[src/rtl/clwu_pkg.sv]
// Package for the countdown latch wake unit: field widths, register map,
// command, status and sequencer state codes. Depends on nothing.
package clwu_pkg;

	// Fixed field widths of the channels and the configuration port
	localparam int COUNT_W    = 16;
	localparam int ID_W       = 8;
	localparam int STATUS_W   = 3;
	localparam int APB_DATA_W = 32;
	localparam int APB_ADDR_W = 3;

	// Register index, taken from paddr[2]
	localparam logic REG_INITIAL_COUNT = 1'b0;

	typedef enum logic {
		CMD_WAIT   = 1'b0,
		CMD_SIGNAL = 1'b1
	} cmd_t;

	typedef enum logic [STATUS_W-1:0] {
		ST_PROCEED = 3'd0,
		ST_QUEUED  = 3'd1,
		ST_FULL    = 3'd2,
		ST_COUNTED = 3'd3,
		ST_WAKE    = 3'd4,
		ST_ZERO    = 3'd5
	} status_t;

	typedef enum logic [2:0] {
		S_IDLE,
		S_DECIDE,
		S_CHECK,
		S_FILL,
		S_RD,
		S_OUT
	} state_t;

endpackage

[src/rtl/clwu_if.sv]
// Channel interfaces of the countdown latch wake unit: request and result.
// Depends on clwu_pkg for field widths.
interface clwu_req_if;
	logic                        valid;
	logic                        ready;
	logic                        command;
	logic [clwu_pkg::ID_W-1:0]   thread_id;

	modport source (output valid, command, thread_id, input ready);
	modport sink   (input valid, command, thread_id, output ready);
endinterface

interface clwu_rsp_if;
	logic                          valid;
	logic                          ready;
	logic [clwu_pkg::STATUS_W-1:0] status;
	logic [clwu_pkg::ID_W-1:0]     wake_id;
	logic                          last;

	modport source (output valid, status, wake_id, last, input ready);
	modport sink   (input valid, status, wake_id, last, output ready);
endinterface

[src/rtl/countdown_latch_wake_unit_top.sv]
// Countdown latch wake unit: count register, waiter queue memory and a
// sequencer around one shared increment/decrement unit.
// Depends on clwu_pkg and the interfaces in clwu_if.sv.
//
// Usage:
//   req (valid/ready) carries one command per transfer: a wait request with
//   the caller's thread_id, or a signal that counts the latch down.
//   rsp (valid/ready) returns the results; last marks the final result of a
//   request. A wait returns proceed, queued or queue full; a signal returns
//   counted or already zero, or, when it brings the count to zero with
//   waiters present, one wake per queued id in arrival order.
//   The APB port holds initial_count at address 0; writing it reloads the
//   count and empties the queue. Write it only while the unit is idle.
// Timing:
//   Proceed, queue full and already zero go from S_DECIDE straight to S_OUT,
//   which loads the result register; queued passes through S_FILL and counted
//   through S_CHECK first. req is ready again in the cycle after the result
//   register loads. Each wake of a drain takes S_RD (queue memory read) and
//   then S_OUT (result load). When rsp stalls, the pending result holds in
//   the output register and the sequencer waits; no result is dropped.
//   Reset clears the count, the queue pointers and the fill level; queue
//   memory contents need no reset.
module countdown_latch_wake_unit_top #(
	parameter int QUEUE_DEPTH = 32,
	parameter int ID_BITS     = 8
) (
	input  logic                              clk,
	input  logic                              arst_n,
	clwu_req_if.sink                          req,
	clwu_rsp_if.source                        rsp,
	input  logic                              psel,
	input  logic                              penable,
	input  logic                              pwrite,
	input  logic [clwu_pkg::APB_ADDR_W-1:0]   paddr,
	input  logic [clwu_pkg::APB_DATA_W-1:0]   pwdata,
	output logic [clwu_pkg::APB_DATA_W-1:0]   prdata,
	output logic                              pready
);

	localparam int CW     = clwu_pkg::COUNT_W;
	localparam int IW     = clwu_pkg::ID_W;
	localparam int DW     = clwu_pkg::APB_DATA_W;
	localparam int PTR_W  = $clog2(QUEUE_DEPTH);
	localparam int FILL_W = $clog2(QUEUE_DEPTH + 1);
	localparam int XW     = (ID_BITS > IW) ? ID_BITS : IW;

	// Registers
	clwu_pkg::state_t  state_q, nxt_state;
	logic [CW-1:0]     init_count_q;
	logic [CW-1:0]     remaining_q;
	logic [PTR_W-1:0]  head_q, tail_q;
	logic [FILL_W-1:0] fill_q;
	logic              drain_q;
	logic              rsp_valid_q;
	logic              cmd_q;
	logic [ID_BITS-1:0] tid_q;
	logic [ID_BITS-1:0] rd_q;
	clwu_pkg::status_t res_status_q;
	logic              res_last_q;
	logic [clwu_pkg::STATUS_W-1:0] out_status_q;
	logic [IW-1:0]     out_wake_id_q;
	logic              out_last_q;
	logic [ID_BITS-1:0] queue_mem [QUEUE_DEPTH];

	// Sequencer controls
	logic              ld_in, mem_wr, mem_rd, tail_adv, head_adv;
	logic              rem_wr, fill_wr, res_ld, out_ld, q_clear, drain_set;
	logic              alu_sel_fill, alu_sub;
	clwu_pkg::status_t res_status_d;
	logic              res_last_d;

	// Datapath
	logic [CW-1:0]     alu_a, alu_y;
	logic              rem_zero, q_full, q_empty, cfg_wr;
	logic [XW-1:0]     tid_wide, rd_wide;

	assign pready   = 1'b1;
	assign cfg_wr   = psel && penable && pwrite && (paddr[2] == clwu_pkg::REG_INITIAL_COUNT);
	assign prdata   = (paddr[2] == clwu_pkg::REG_INITIAL_COUNT) ? DW'(init_count_q) : '0;

	assign rem_zero = (remaining_q == '0);
	assign q_full   = (fill_q == FILL_W'(QUEUE_DEPTH));
	assign q_empty  = (fill_q == '0);
	assign tid_wide = XW'(req.thread_id);
	assign rd_wide  = XW'(rd_q);

	// Shared increment/decrement unit for the count and the fill level
	assign alu_a = alu_sel_fill ? CW'(fill_q) : remaining_q;
	assign alu_y = alu_sub ? alu_a - 1'b1 : alu_a + 1'b1;

	function automatic logic [PTR_W-1:0] next_slot(input logic [PTR_W-1:0] p);
		next_slot = (p == PTR_W'(QUEUE_DEPTH - 1)) ? '0 : p + 1'b1;
	endfunction

	// State register
	always_ff @(posedge clk or negedge arst_n) begin
		if (!arst_n) begin
			state_q <= clwu_pkg::S_IDLE;
		end else begin
			state_q <= nxt_state;
		end
	end

	// Next state and sequencer controls
	always_comb begin
		nxt_state    = state_q;
		req.ready    = 1'b0;
		ld_in        = 1'b0;
		mem_wr       = 1'b0;
		mem_rd       = 1'b0;
		tail_adv     = 1'b0;
		head_adv     = 1'b0;
		rem_wr       = 1'b0;
		fill_wr      = 1'b0;
		res_ld       = 1'b0;
		out_ld       = 1'b0;
		q_clear      = 1'b0;
		drain_set    = 1'b0;
		alu_sel_fill = 1'b0;
		alu_sub      = 1'b1;
		res_status_d = clwu_pkg::ST_COUNTED;
		res_last_d   = 1'b1;
		case (state_q)
			clwu_pkg::S_IDLE: begin
				req.ready = 1'b1;
				if (req.valid) begin
					ld_in     = 1'b1;
					nxt_state = clwu_pkg::S_DECIDE;
				end
			end
			clwu_pkg::S_DECIDE: begin
				if (cmd_q == clwu_pkg::CMD_WAIT) begin
					if (rem_zero) begin
						res_ld       = 1'b1;
						res_status_d = clwu_pkg::ST_PROCEED;
						nxt_state    = clwu_pkg::S_OUT;
					end else if (q_full) begin
						res_ld       = 1'b1;
						res_status_d = clwu_pkg::ST_FULL;
						nxt_state    = clwu_pkg::S_OUT;
					end else begin
						mem_wr    = 1'b1;
						tail_adv  = 1'b1;
						nxt_state = clwu_pkg::S_FILL;
					end
				end else begin
					if (rem_zero) begin
						res_ld       = 1'b1;
						res_status_d = clwu_pkg::ST_ZERO;
						nxt_state    = clwu_pkg::S_OUT;
					end else begin
						rem_wr    = 1'b1;
						nxt_state = clwu_pkg::S_CHECK;
					end
				end
			end
			clwu_pkg::S_CHECK: begin
				// Count already decremented: drain only at zero with waiters
				if (!rem_zero || q_empty) begin
					res_ld       = 1'b1;
					res_status_d = clwu_pkg::ST_COUNTED;
					nxt_state    = clwu_pkg::S_OUT;
				end else begin
					drain_set = 1'b1;
					nxt_state = clwu_pkg::S_RD;
				end
			end
			clwu_pkg::S_FILL: begin
				alu_sel_fill = 1'b1;
				alu_sub      = 1'b0;
				fill_wr      = 1'b1;
				res_ld       = 1'b1;
				res_status_d = clwu_pkg::ST_QUEUED;
				nxt_state    = clwu_pkg::S_OUT;
			end
			clwu_pkg::S_RD: begin
				mem_rd       = 1'b1;
				head_adv     = 1'b1;
				alu_sel_fill = 1'b1;
				fill_wr      = 1'b1;
				res_ld       = 1'b1;
				res_status_d = clwu_pkg::ST_WAKE;
				res_last_d   = (alu_y[FILL_W-1:0] == '0);
				nxt_state    = clwu_pkg::S_OUT;
			end
			clwu_pkg::S_OUT: begin
				if (!rsp_valid_q || rsp.ready) begin
					out_ld = 1'b1;
					if (drain_q && !q_empty) begin
						nxt_state = clwu_pkg::S_RD;
					end else begin
						q_clear   = drain_q;
						nxt_state = clwu_pkg::S_IDLE;
					end
				end
			end
			default: begin
				nxt_state = clwu_pkg::S_IDLE;
			end
		endcase
	end

	// Control registers: count, queue pointers, fill level, result valid
	always_ff @(posedge clk or negedge arst_n) begin
		if (!arst_n) begin
			init_count_q <= '0;
			remaining_q  <= '0;
			head_q       <= '0;
			tail_q       <= '0;
			fill_q       <= '0;
			drain_q      <= 1'b0;
			rsp_valid_q  <= 1'b0;
		end else begin
			if (cfg_wr) begin
				init_count_q <= pwdata[CW-1:0];
				remaining_q  <= pwdata[CW-1:0];
				head_q       <= '0;
				tail_q       <= '0;
				fill_q       <= '0;
			end else begin
				if (rem_wr) begin
					remaining_q <= alu_y;
				end
				if (fill_wr) begin
					fill_q <= alu_y[FILL_W-1:0];
				end
				if (tail_adv) begin
					tail_q <= next_slot(tail_q);
				end
				if (head_adv) begin
					head_q <= next_slot(head_q);
				end
				if (q_clear) begin
					head_q <= '0;
					tail_q <= '0;
				end
			end
			if (drain_set) begin
				drain_q <= 1'b1;
			end else if (q_clear) begin
				drain_q <= 1'b0;
			end
			if (out_ld) begin
				rsp_valid_q <= 1'b1;
			end else if (rsp.ready) begin
				rsp_valid_q <= 1'b0;
			end
		end
	end

	// Payload registers: captured request, pending result, output register
	always_ff @(posedge clk) begin
		if (ld_in) begin
			cmd_q <= req.command;
			tid_q <= tid_wide[ID_BITS-1:0];
		end
		if (res_ld) begin
			res_status_q <= res_status_d;
			res_last_q   <= res_last_d;
		end
		if (out_ld) begin
			out_status_q  <= res_status_q;
			out_last_q    <= res_last_q;
			out_wake_id_q <= (res_status_q == clwu_pkg::ST_WAKE) ? rd_wide[IW-1:0] : '0;
		end
	end

	// Waiter queue memory: one write and one registered read port
	always_ff @(posedge clk) begin
		if (mem_wr) begin
			queue_mem[tail_q] <= tid_q;
		end
		if (mem_rd) begin
			rd_q <= queue_mem[head_q];
		end
	end

	assign rsp.valid   = rsp_valid_q;
	assign rsp.status  = out_status_q;
	assign rsp.wake_id = out_wake_id_q;
	assign rsp.last    = out_last_q;

endmodule

[src/flat_wrapper.sv]
// flat-port wrapper written by rule: the top's interface ports become plain ports
module countdown_latch_wake_unit_top_flat 
#(
	parameter int QUEUE_DEPTH = 32,
	parameter int ID_BITS     = 8
)
  (clk, arst_n, psel, penable, pwrite, paddr, pwdata, prdata, pready, req_valid, req_command, req_thread_id, req_ready, rsp_valid, rsp_status, rsp_wake_id, rsp_last, rsp_ready);
  clwu_req_if req_i ();
  clwu_rsp_if rsp_i ();
  input  logic clk;
  input  logic arst_n;
  input  logic psel;
  input  logic penable;
  input  logic pwrite;
  input  logic [clwu_pkg::APB_ADDR_W-1:0] paddr;
  input  logic [clwu_pkg::APB_DATA_W-1:0] pwdata;
  output logic [clwu_pkg::APB_DATA_W-1:0] prdata;
  output logic pready;
  input wire logic [$bits(req_i.valid)-1:0] req_valid;
  input wire logic [$bits(req_i.command)-1:0] req_command;
  input wire logic [$bits(req_i.thread_id)-1:0] req_thread_id;
  output wire logic [$bits(req_i.ready)-1:0] req_ready;
  output wire logic [$bits(rsp_i.valid)-1:0] rsp_valid;
  output wire logic [$bits(rsp_i.status)-1:0] rsp_status;
  output wire logic [$bits(rsp_i.wake_id)-1:0] rsp_wake_id;
  output wire logic [$bits(rsp_i.last)-1:0] rsp_last;
  input wire logic [$bits(rsp_i.ready)-1:0] rsp_ready;
  assign req_i.valid = req_valid;
  assign req_i.command = req_command;
  assign req_i.thread_id = req_thread_id;
  assign req_ready = req_i.ready;
  assign rsp_valid = rsp_i.valid;
  assign rsp_status = rsp_i.status;
  assign rsp_wake_id = rsp_i.wake_id;
  assign rsp_last = rsp_i.last;
  assign rsp_i.ready = rsp_ready;
  countdown_latch_wake_unit_top #(.QUEUE_DEPTH(QUEUE_DEPTH), .ID_BITS(ID_BITS)) u_core (.clk(clk), .arst_n(arst_n), .req(req_i), .rsp(rsp_i), .psel(psel), .penable(penable), .pwrite(pwrite), .paddr(paddr), .pwdata(pwdata), .prdata(prdata), .pready(pready));
endmodule
[config.mk]
export PLATFORM = sky130hd
export DESIGN_NAME = countdown_latch_wake_unit_top_flat
export DESIGN_NICKNAME = d
export VERILOG_FILES = /design/src/rtl/clwu_pkg.sv /design/src/rtl/clwu_if.sv /design/src/rtl/countdown_latch_wake_unit_top.sv /design/src/flat_wrapper.sv
export SDC_FILE = /design/constraint.sdc
export NUM_CORES = 1
export LEC_CHECK = 0
export BUFFER_PORTS_ARGS = -buffer_cell sky130_fd_sc_hd__clkbuf_2
export CORE_UTILIZATION = 60
export CTS_BUF_LIST = sky130_fd_sc_hd__clkbuf_16
export CTS_CLUSTER_DIAMETER = 150
export CTS_CLUSTER_SIZE = 10
export DETAILED_ROUTE_END_ITERATION = 7
export GPL_ROUTABILITY_DRIVEN = 0
export GPL_TIMING_DRIVEN = 0
export PLACE_DENSITY_LB_ADDON = 0.1
export SLEW_MARGIN = 20
export SYNTH_ARGS = -nofsm -noshare
export SYNTH_HDL_FRONTEND = slang
export SYNTH_SLANG_ARGS = --single-unit
export TNS_END_PERCENT = 5
[constraint.sdc]
create_clock -name clk -period 8.31 [get_ports clk]
set_input_delay 0 -clock clk [delete_from_list [all_inputs] [get_ports clk]]
set_output_delay 0 -clock clk [all_outputs]
set_load 0.01 [all_outputs]
==> results of run 1 <==
## worst register-to-register path: stages (launching register included)
cell and delay, ps:
dfrtp_1 450, and3b_1 220, inv_1 60, buf_2 280, nand2_1 230, clkbuf_1 270
nand2_1 140, nand2_1 100, fa_1 430, a21o_1 190, a31oi_1 300, o32ai_2 150
nor2_1 280, nor3_1 130, and4b_1 220, o31a_1 270
## synthesized netlist by cell type (all sizes together), types with 15 or more instances
library cell,number
dfrtp,53
ha,15
nor2b,21
o21ai,30
edfxtp,289
clkbuf,29
nand2,100
a21oi,37
nor3,16
buf,33
mux4,80
nor2,68
nand3,18
## cell families after synthesis
group	after synthesis
compound gates	98
fa+ha+maj	16
flops	342
xor+xnor	8
buf+inv	71
simple gates	276
other cells	2
mux	94
## worst min-delay path by stage
stage                           startpoint                      to  slack (ps)  depth (start not counted)
after floorplan                     arst_n          u_core.drain_q        -300                          0
after global placement    req_thread_id[1]         u_core.tid_q[1]         180                          1
after detailed placement            arst_n   u_core.remaining_q[2]         140                          1
after CTS                           arst_n  u_core.remaining_q[14]         120                          2
after global routing      req_thread_id[4]         u_core.tid_q[4]         190                          2
final                               arst_n  u_core.remaining_q[14]         110                          2
## timing repair
action | CTS | global route
hold endpoints to repair | 97 | 0
hold buffers | 28 | 0
setup buffers | 0 | 0
## area by class of cell
cell class,instances,share of cell area (%)
buffer,62,1.928
clock buffer,41,6.081
multi-input combinational,509,24.94
clock inverter,22,0.7490
timing repair buffer,97,4.361
tap,319,2.366
inverter,9,0.2744
sequential,342,59.30
## per-layer routing
layer / GRT usage [%] / part of all wire (%) / vias to the layer above / wire length (um)
met5: 0 / 0 / - / 0
met4: 8.738 / 2.8 / 0 / 910
met3: 5.311 / 7.3 / 67 / 2358
met2: 42.14 / 48 / 389 / 15400
met1: 38.07 / 42 / 4232 / 13490
li1: - / - / 3768 / -
## power groups by stage
stage | combinational [mW] | clock [mW] | sequential (mW)
final | 1.80 | 1.54 | 2.21
after global routing | 1.96 | 1.62 | 2.23
after CTS | 1.73 | 1.55 | 2.25
after detailed placement | 1.71 | 0 | 2.28
after global placement | 1.69 | 0 | 2.28
after floorplan | 1.28 | 0 | 2.22
## registers in the layout, indices dropped and copies added, names as in the netlist, 5 cells and up
register and count:
u_core.remaining_q 16, u_core.fill_q 6, u_core.tail_q 5, u_core.rsp.wake_id 8, u_core.init_count_q 16, u_core.rd_q 8, u_core.head_q 5, u_core.tid_q 8
u_core.queue_mem 256
==> flow_summary_export.csv, run 1 <==
group,metric,value,unit
route,vias,8456,
worst_setup_path,path_max_fanout,15,
worst_setup_path,crit_family,"simple AND/OR/NAND/NOR gates",
synthesis,synth.area.mux_share,13.44,%
worst_setup_path,rr_startpoint,"u_core.state_q[1]",
global_routing,grt_start_max_net_pins,54,
place,place_hpwl,20050,um
synthesis,synth_top_area_cell,"edfxtp_1",
route,wire_per_inst,22.95,um
clocking,clk_pin_slew_worst_paths,60,ps
route,firstDrtPassIters,5,
worst_setup_path,arrival,4230,ps
route,drt_iter0_markers,799,
worst_setup_path,cp_num_buf_inv,3,
power,p_total,5.553,mW
worst_setup_path,worst_path_most_repeated_cell,"nand2_1",
layout,final_core_util,71.45,%
clocking,cts_max_level,2,
synthesis,ys_seq_area_share,68.87,%
layout,final_cell_mix,"edfxtp_1, nand2_1, mux4_2, nor2_1, clkbuf_2",
worst_setup_path,reg2reg_to,"u_core.remaining_q[14]",
power,power_frac_comb,32.5,%
synthesis,syn_area,14530,um^2
floorplanning,die_h,157.6,um
power,swShare,32.49,%
floorplanning,die_x,157.6,um
worst_setup_path,cp_num_cells,15,
timing,final-max-slew-violation-count,0,
flow_run,cap_violations,0,
synthesis,synth_top_family_by_area,"multiplexers",
worst_hold_path,hold_class,"in2async",
floorplanning,core,23610,um^2
synthesis,synth_compound_area_share,3.979,%
global_routing,grt_pass1_wl,47760,um
timing,max_freq,262.4,MHz
layout,synthToLayoutAreaGrowth,16.13,%
timing,timing.final.crit_period,3810,ps
timing,whs,111.8,ps
worst_setup_path,cp_slowest_cell,"dfrtp_1",
synthesis,synth-simple-area-share,9.198,%
timing,rsz0062_at_grt,"false",
global_routing,grt_pass1_vias,8227,
worst_setup_path,cp.required,8730,ps
worst_setup_path,critPathKind,"reg2reg",
worst_setup_path,r2r_slack,4500,ps
clocking,numCtsBuffers,40,
global_routing,grtUsageTotal,26.77,%
synthesis,yosys_warnings,0,
floorplanning,ios,98,
layout,register_area,10000,um^2
worst_setup_path,critPathMaxStageDelay,450,ps
timing,postLayoutSetupSlackWorst,4500,ps
run_status,outcome,"completed",
power,power.share.clock,27.7,%
synthesis,syn_inst,907,
layout,fin_area,16870,um^2
timing,setup_viol,0,
timing,finalCritPeriodShare,45.85,%
synthesis,ys_types,61,
layout,n_antenna_cell,0,
floorplanning,start_util,61.53,%
clocking,insertion_delay,530,ps
place,dp_cells,1303,
place,placed_area,15300,um^2
synthesis,synth_top_area_share,59.74,%
synthesis,synthAdderAreaFrac,1.430,%
layout,multiInputGateArea,4208,um^2
power,intPower,3.748,mW
global_routing,grt_overflow,0,
power,p_per_area,329.1,nW/um^2
clocking,clockBufferDepth,3,
clocking,cts_tree,"yes",
floorplanning,row_count,56,
layout,fin_nets,1128,
worst_setup_path,crit_chain,"and3b_1, inv_1, buf_2, nand2_1, clkbuf_1, nand2_1, nand2_1, fa_1, a21o_1, a31oi_1, o32ai_2, nor2_1, nor3_1, and4b_1, o31a_1",
power,power_frac_seq,39.9,%
timing,fin_tns_setup,0,ps
layout,fillCellCount,1491,
place,pre_cts_ws,4566,ps
worst_setup_path,cp-end-kind,"flop",
route,drc,0,
route,ant_nets,0,
timing,fin_skew,20.81,ps
synthesis,async_reset_ff_share,15.50,%
layout,drive_gt1_share,22.27,%
worst_setup_path,ff2ff_path_depth,15,
synthesis,synthXorXnorAreaFrac,0.4823,%
synthesis,yosys-top-cells-area,"edfxtp_1, mux4_2, dfrtp_1, nand2_1, nor2_1",
worst_setup_path,worstSetupStartpointType,"flop",
worst_setup_path,cp-endpoint,"u_core.remaining_q[14]",
clocking,clock_sinks,342,
power,irDropWorstVdd,0.2592,mV
synthesis,synth_ff_type,"edfxtp_1",
global_routing,antenna_found_initial,0,
route,post_drt_via_cell_ratio,6.036,
clocking,cts-root-buf,"clkbuf_16",
floorplanning,die_area,24840,um^2
power,leakagePower,6.035,nW
place,port_buffers,62,
timing,tightest_slew,1023,ps
timing,final-hold-violation-count,0,
timing,slew_headroom,31.80,%
layout,instances_no_fill,1401,
synthesis,synth_area_per_cell,16.02,um^2
route,finalWirelength,32150,um
synthesis,synth-seq-cells,342,
layout,layout_commonest_cell,"edfxtp_1",
power,p_sw,1.804,mW
synthesis,synth_edf_count,289,
clocking,post_cts_resized,0,
worst_setup_path,cp-startpoint,"u_core.state_q[1]",
Power figures use the tool's default switching activity.
==> inputs of run 2 (changes only) <==
==> constraint.sdc (replaced) <==
create_clock -name clk -period 3.8 [get_ports clk]
set_input_delay 0 -clock clk [delete_from_list [all_inputs] [get_ports clk]]
set_output_delay 0 -clock clk [all_outputs]
set_load 0.01 [all_outputs]
==> run 2 against run 1 <==
Net effect: combinational power is 120% higher; largest cell class unchanged; critical path depth unchanged; cell area about the same; via count is 0.33% lower; fmax is 8.0% higher; count of clock-buffer cells in the layout stayed put; non-clock buffer count did not move; die area is the same; register-to-register slack worse by 4200 ps.
==> flow_summary_export.csv, run 2 (synthesized netlist as in run 1, its figures left out) <==
group,metric,value,unit
clocking,cts_max_level,2,
route,finalWirelength,32090,um
worst_setup_path,cp.required,4220,ps
clocking,clock_sinks,342,
worst_setup_path,critPathMaxStageDelay,450,ps
power,p_total,12.17,mW
worst_setup_path,path_max_fanout,15,
layout,final_core_util,71.51,%
layout,largest_reg_flops,256,
clocking,insertion_delay,530,ps
route,firstDrtPassIters,5,
layout,fin_nets,1128,
power,leakagePower,6.043,nW
clocking,cts_tree,"yes",
worst_setup_path,cp_num_cells,15,
clocking,numCtsBuffers,40,
route,vias,8428,
place,port_buffers,62,
layout,instances_no_fill,1401,
layout,reg_top3,"u_core.queue_mem (256), u_core.init_count_q (16), u_core.remaining_q (16)",
global_routing,grt_pass1_wl,47760,um
global_routing,grt_use_met1,38.07,%
timing,finalCritPeriodShare,92.83,%
route,drc,0,
global_routing,met2_usage,42.14,%
timing,setup_viol,0,
floorplanning,core,23610,um^2
floorplanning,die_x,157.6,um
worst_setup_path,critPathKind,"reg2reg",
global_routing,grt_pass1_vias,8227,
flow_run,cap_violations,0,
layout,synthToLayoutAreaGrowth,16.23,%
timing,final-hold-violation-count,0,
place,place_hpwl,20050,um
worst_setup_path,reg2reg_to,"u_core.remaining_q[14]",
timing,tightest_slew,1018,ps
timing,timing.final.crit_period,3527,ps
worst_setup_path,rr_startpoint,"u_core.state_q[1]",
global_routing,antenna_found_initial,0,
worst_setup_path,cp-startpoint,"u_core.state_q[1]",
clocking,cts_setup_buffers,0,
layout,layout_commonest_cell,"edfxtp_1",
worst_setup_path,arrival,3950,ps
floorplanning,row_count,56,
worst_setup_path,cp-end-kind,"flop",
global_routing,grt_start_max_net_pins,54,
timing,rsz0062_at_grt,"false",
worst_setup_path,ff2ff_path_depth,15,
floorplanning,start_util,61.53,%
route,ant_nets,0,
timing,max_freq,283.5,MHz
timing,final-max-slew-violation-count,0,
global_routing,use_met3,5.311,%
floorplanning,ios,98,
worst_setup_path,r2r_slack,270,ps
power,irDropWorstVdd,0.5820,mV
route,drt_iter0_markers,824,
worst_hold_path,hold_class,"in2async",
worst_setup_path,crit_family,"simple AND/OR/NAND/NOR gates",
global_routing,grtUsageTotal,26.77,%
layout,drive_gt1_share,22.64,%
clocking,clockBufferDepth,3,
place,dp_cells,1303,
layout,final_cell_mix,"edfxtp_1, nand2_1, mux4_2, nor2_1, clkbuf_2",
power,p_per_area,720.8,nW/um^2
worst_setup_path,cp_num_buf_inv,3,
floorplanning,die_h,157.6,um
worst_setup_path,cp_slowest_cell,"dfrtp_1",
layout,largest_register,"u_core.queue_mem",
timing,fin_tns_setup,0,ps
worst_setup_path,worstSetupStartpointType,"flop",
timing,slew_headroom,32.12,%
worst_setup_path,worst_path_most_repeated_cell,"nand2_1",
route,wire_per_inst,22.91,um
global_routing,grt_overflow,0,
timing,fin_skew,18.72,ps
global_routing,gr-max-usage-layer,"met2",
route,post_drt_via_cell_ratio,6.016,
layout,n_antenna_cell,0,
clocking,clk_pin_slew_worst_paths,60,ps
clocking,cts-root-buf,"clkbuf_16",
run_status,outcome,"completed",
floorplanning,die_area,24840,um^2
worst_setup_path,crit_chain,"and3b_1, inv_1, clkbuf_4, nand2_1, clkbuf_2, nand2_1, nand2_1, fa_1, a21o_1, a31oi_2, o32ai_2, nor2_2, nor3_1, and4b_1, o31a_1",
run 2: area by class of cell:
cell class,count,area [um^2]
buffer,62,330.3
clock buffer,41,1026
clock inverter,22,126.4
fill,1493,6728
inverter,9,46.29
multi-input combinational,509,4217
sequential,342,10000
tap,319,399.1
timing repair buffer,97,735.7
run 2: per-stage QoR:
step | setup slack [ps] | instance area [um^2] | hold slack [ps]
after floorplan | 593.9 | 14580 | -295.6
after global placement | 59.25 | 15290 | 176.2
after detailed placement | 55.96 | 15300 | 138.1
after CTS | 42.07 | 16730 | 123.9
after global routing | 35.98 | 16880 | 194.6
final | 272.6 | 16880 | 114.2
run 2: where the power goes:
| group | switching [mW] | leakage [nW] | internal, mW |
|---|---|---|---|
| registers | 0.290 | 3.27 | 4.55 |
| clock network | 1.42 | 0.629 | 1.94 |
| logic | 2.25 | 2.14 | 1.72 |
| total | 3.96 | 6.04 | 8.21 |
run 2: worst max path at each step:
stage,to,slack [ps]
2_1_floorplan,u_core.remaining_q[14],590
3_3_place_gp,u_core.remaining_q[14],60
3_5_place_dp,u_core.remaining_q[14],60
4_1_cts,u_core.remaining_q[14],40
5_1_grt,u_core.remaining_q[14],40
6_report,u_core.remaining_q[14],270
run 2: what timing repair did:
item,4_1_cts,5_1_grt
hold buffers,28,0
endpoints found under the hold margin,97,0
setup endpoints to repair,0,3
resized for setup,0,7
run 2: per-layer routing:
layer	wire, um	part of all wire (%)
met5	0	0
met4	894	2.8
met3	2321	7.2
met2	15410	48
met1	13460	42
==> inputs of run 3 (changes only) <==
--- a/config.mk
+++ b/config.mk
@@ -5,6 +5,7 @@
 export SDC_FILE = /design/constraint.sdc
 export NUM_CORES = 1
 export LEC_CHECK = 0
+export ABC_AREA = 1
 export BUFFER_PORTS_ARGS = -buffer_cell sky130_fd_sc_hd__clkbuf_2
 export CORE_UTILIZATION = 60
 export CTS_BUF_LIST = sky130_fd_sc_hd__clkbuf_16
==> run 3 against run 2 <==
Net effect: non-clock buffer count up 20; clock skew up 4.2 ps; area after synthesis up 2.1%; register-to-register slack better by 400 ps; combinational power up 28%; largest cell class unchanged; via count up 30%; sequential cell count unchanged; core utilization down 0.38 points; global-route usage up 4.8 points.
==> flow_summary_export.csv, run 3 <==
group,metric,value,unit
global_routing,grt_start_max_net_pins,54,
synthesis,synth-seq-cells,342,
global_routing,antenna_found_initial,0,
floorplanning,core,24250,um^2
worst_setup_path,critPathKind,"reg2reg",
layout,reg_top3,"u_core.queue_mem (256), u_core.init_count_q (16), u_core.remaining_q (16)",
route,drc,0,
synthesis,yosys_warnings,0,
synthesis,syn_area,14830,um^2
place,placed_area,15830,um^2
floorplanning,die_area,25350,um^2
clocking,cts_setup_buffers,0,
place,port_buffers,61,
synthesis,ys_types,42,
timing,slew_headroom,23.18,%
timing,timing.final.crit_period,3130,ps
timing,final-hold-violation-count,0,
clocking,cts_tree,"yes",
timing,setup_viol,0,
worst_setup_path,crit_chain,"buf_4, inv_1, nand3_4, nand2_4, clkbuf_1, o21ai_0, ha_1, a21oi_1, o21a_1, nand2_1, nand2_1, nand2_1, nand2_1, nand2_1, o21ai_0, nand2_1, o21ai_0",
run_status,outcome,"completed",
global_routing,grt_pass1_wl,60270,um
synthesis,async_reset_ff_share,15.50,%
route,drt_iter0_markers,1338,
synthesis,ys_seq_area_share,67.47,%
route,vias,10970,
route,wire_per_inst,21.43,um
layout,drive_gt1_share,13.15,%
clocking,cts-root-buf,"clkbuf_16",
clocking,clock_sinks,342,
synthesis,synth_ff_type,"edfxtp_1",
worst_setup_path,cp-end-kind,"flop",
timing,whs,108.8,ps
synthesis,synth_top_area_cell,"edfxtp_1",
timing,fin_tns_setup,0,ps
timing,rsz0062_at_grt,"false",
power,leakagePower,6.536,nW
layout,n_antenna_cell,0,
floorplanning,ios,98,
global_routing,grtUsageTotal,31.57,%
timing,max_freq,319.5,MHz
layout,largest_register,"u_core.queue_mem",
clocking,clk_pin_slew_worst_paths,60,ps
synthesis,post-synth-top-count-cell,"edfxtp_1",
layout,fillCellCount,1680,
floorplanning,die_h,159.2,um
flow_run,cap_violations,0,
clocking,insertion_delay,540,ps
worst_setup_path,worstSetupStartpointType,"flop",
worst_setup_path,arrival,3560,ps
worst_setup_path,critPathMaxStageDelay,400,ps
place,dp_cells,1736,
layout,final_core_util,71.13,%
route,firstDrtPassIters,6,
worst_setup_path,cp.required,4230,ps
clocking,cts_max_level,2,
worst_setup_path,cp_slowest_cell,"ha_1",
floorplanning,die_x,159.2,um
synthesis,synth_top_area_share,58.52,%
clocking,clockBufferDepth,3,
power,irDropWorstVdd,0.4988,mV
synthesis,synth_edf_count,289,
worst_setup_path,crit_family,"simple AND/OR/NAND/NOR gates",
layout,synthToLayoutAreaGrowth,16.31,%
floorplanning,row_count,57,
timing,finalCritPeriodShare,82.37,%
layout,fin_area,17250,um^2
floorplanning,start_util,61.16,%
worst_setup_path,cp_num_buf_inv,3,
worst_setup_path,path_max_fanout,10,
layout,largest_reg_flops,256,
timing,fin_skew,22.90,ps
global_routing,grt_overflow,0,
clocking,numCtsBuffers,40,
route,finalWirelength,39040,um
route,post_drt_via_cell_ratio,6.020,
synthesis,syn_inst,1332,
worst_setup_path,worst_path_most_repeated_cell,"nand2_1",
timing,tightest_slew,1152,ps
route,ant_nets,0,
worst_hold_path,hold_class,"in2async",
timing,final-max-slew-violation-count,0,
layout,layout_commonest_cell,"edfxtp_1",
layout,instances_no_fill,1822,
synthesis,yosys-top-cells-area,"edfxtp_1, dfrtp_1, o21ai_0, nor2_1, nand2_1",
synthesis,synthTopCellsByCount,"edfxtp_1, nor2_1, nand2_1, o21ai_0, inv_1",
place,place_hpwl,26570,um
power,p_per_area,770.0,nW/um^2
layout,final_cell_mix,"edfxtp_1, nor2_1, nand2_1, o21ai_0, inv_1",
synthesis,synth_area_per_cell,11.13,um^2
layout,fin_nets,1551,
global_routing,grt_pass1_vias,10530,
[run 3: cells by family after synthesis]
group / synth area share (%)
xor+xnor: 0.3544
compound gates: 12.07
fa+ha+maj: 1.401
buf+inv: 5.138
simple gates: 13.52
other cells: 0.05064
flops: 67.47
[run 3: layer usage]
metal | GRT usage [%] | routed length, um | part of all wire, %
met5 | 0 | 0 | 0
met4 | 11.06 | 1253 | 3.2
met3 | 6.616 | 4519 | 12
met2 | 48.29 | 17730 | 45
met1 | 45.38 | 15540 | 40
[run 3: metrics by stage]
| step | total power [mW] | setup WS (ps) |
|---|---|---|
| floorplan | 8.093 | 1283 |
| global placement | 9.601 | 671.7 |
| detailed placement | 9.801 | 755.6 |
| CTS | 13.09 | 694.8 |
| global route | 13.92 | 355.0 |
| finish | 13.28 | 670.0 |
[run 3: final cells by class]
type	count	area (um^2)	share of cell area (%)
Clock buffer	40	1001	5.803
Clock inverter	16	102.6	0.5948
Buffer	84	420.4	2.437
Timing Repair Buffer	95	688.2	3.990
Multi-Input combinational cell	830	4284	24.84
Tap cell	324	405.4	2.350
Inverter	91	341.6	1.980
Sequential cell	342	10000	58.01
[run 3: final timing paths]
kind                                        start                      end  slack (ps)  depth (start not counted)
setup / recovery                u_core.state_q[2]    u_core.remaining_q[8]         670                         17
hold / removal                             arst_n        u_core.state_q[2]         110                          2
setup reg to reg                u_core.state_q[2]    u_core.remaining_q[8]         670                         17
hold reg to reg            u_core.res_status_q[2]     u_core.rsp.status[2]         450                          0
max in group asynchronous                  arst_n  u_core.init_count_q[10]        3170                          2
min in group clk                      req_command             u_core.cmd_q         190                          2
[run 3: report_power, final]
part | internal (mW) | switching (mW) | total [mW] | leakage (nW)
combinational | 1.49 | 3.57 | 5.07 | 2.71
sequential | 4.59 | 0.328 | 4.92 | 3.25
clock | 1.89 | 1.41 | 3.30 | 0.582
[run 3: what timing repair did]
item                                   in CTS  in global routing
resized for setup                           0                  0
endpoints found under the hold margin      98                  0
hold buffers                               28                  0
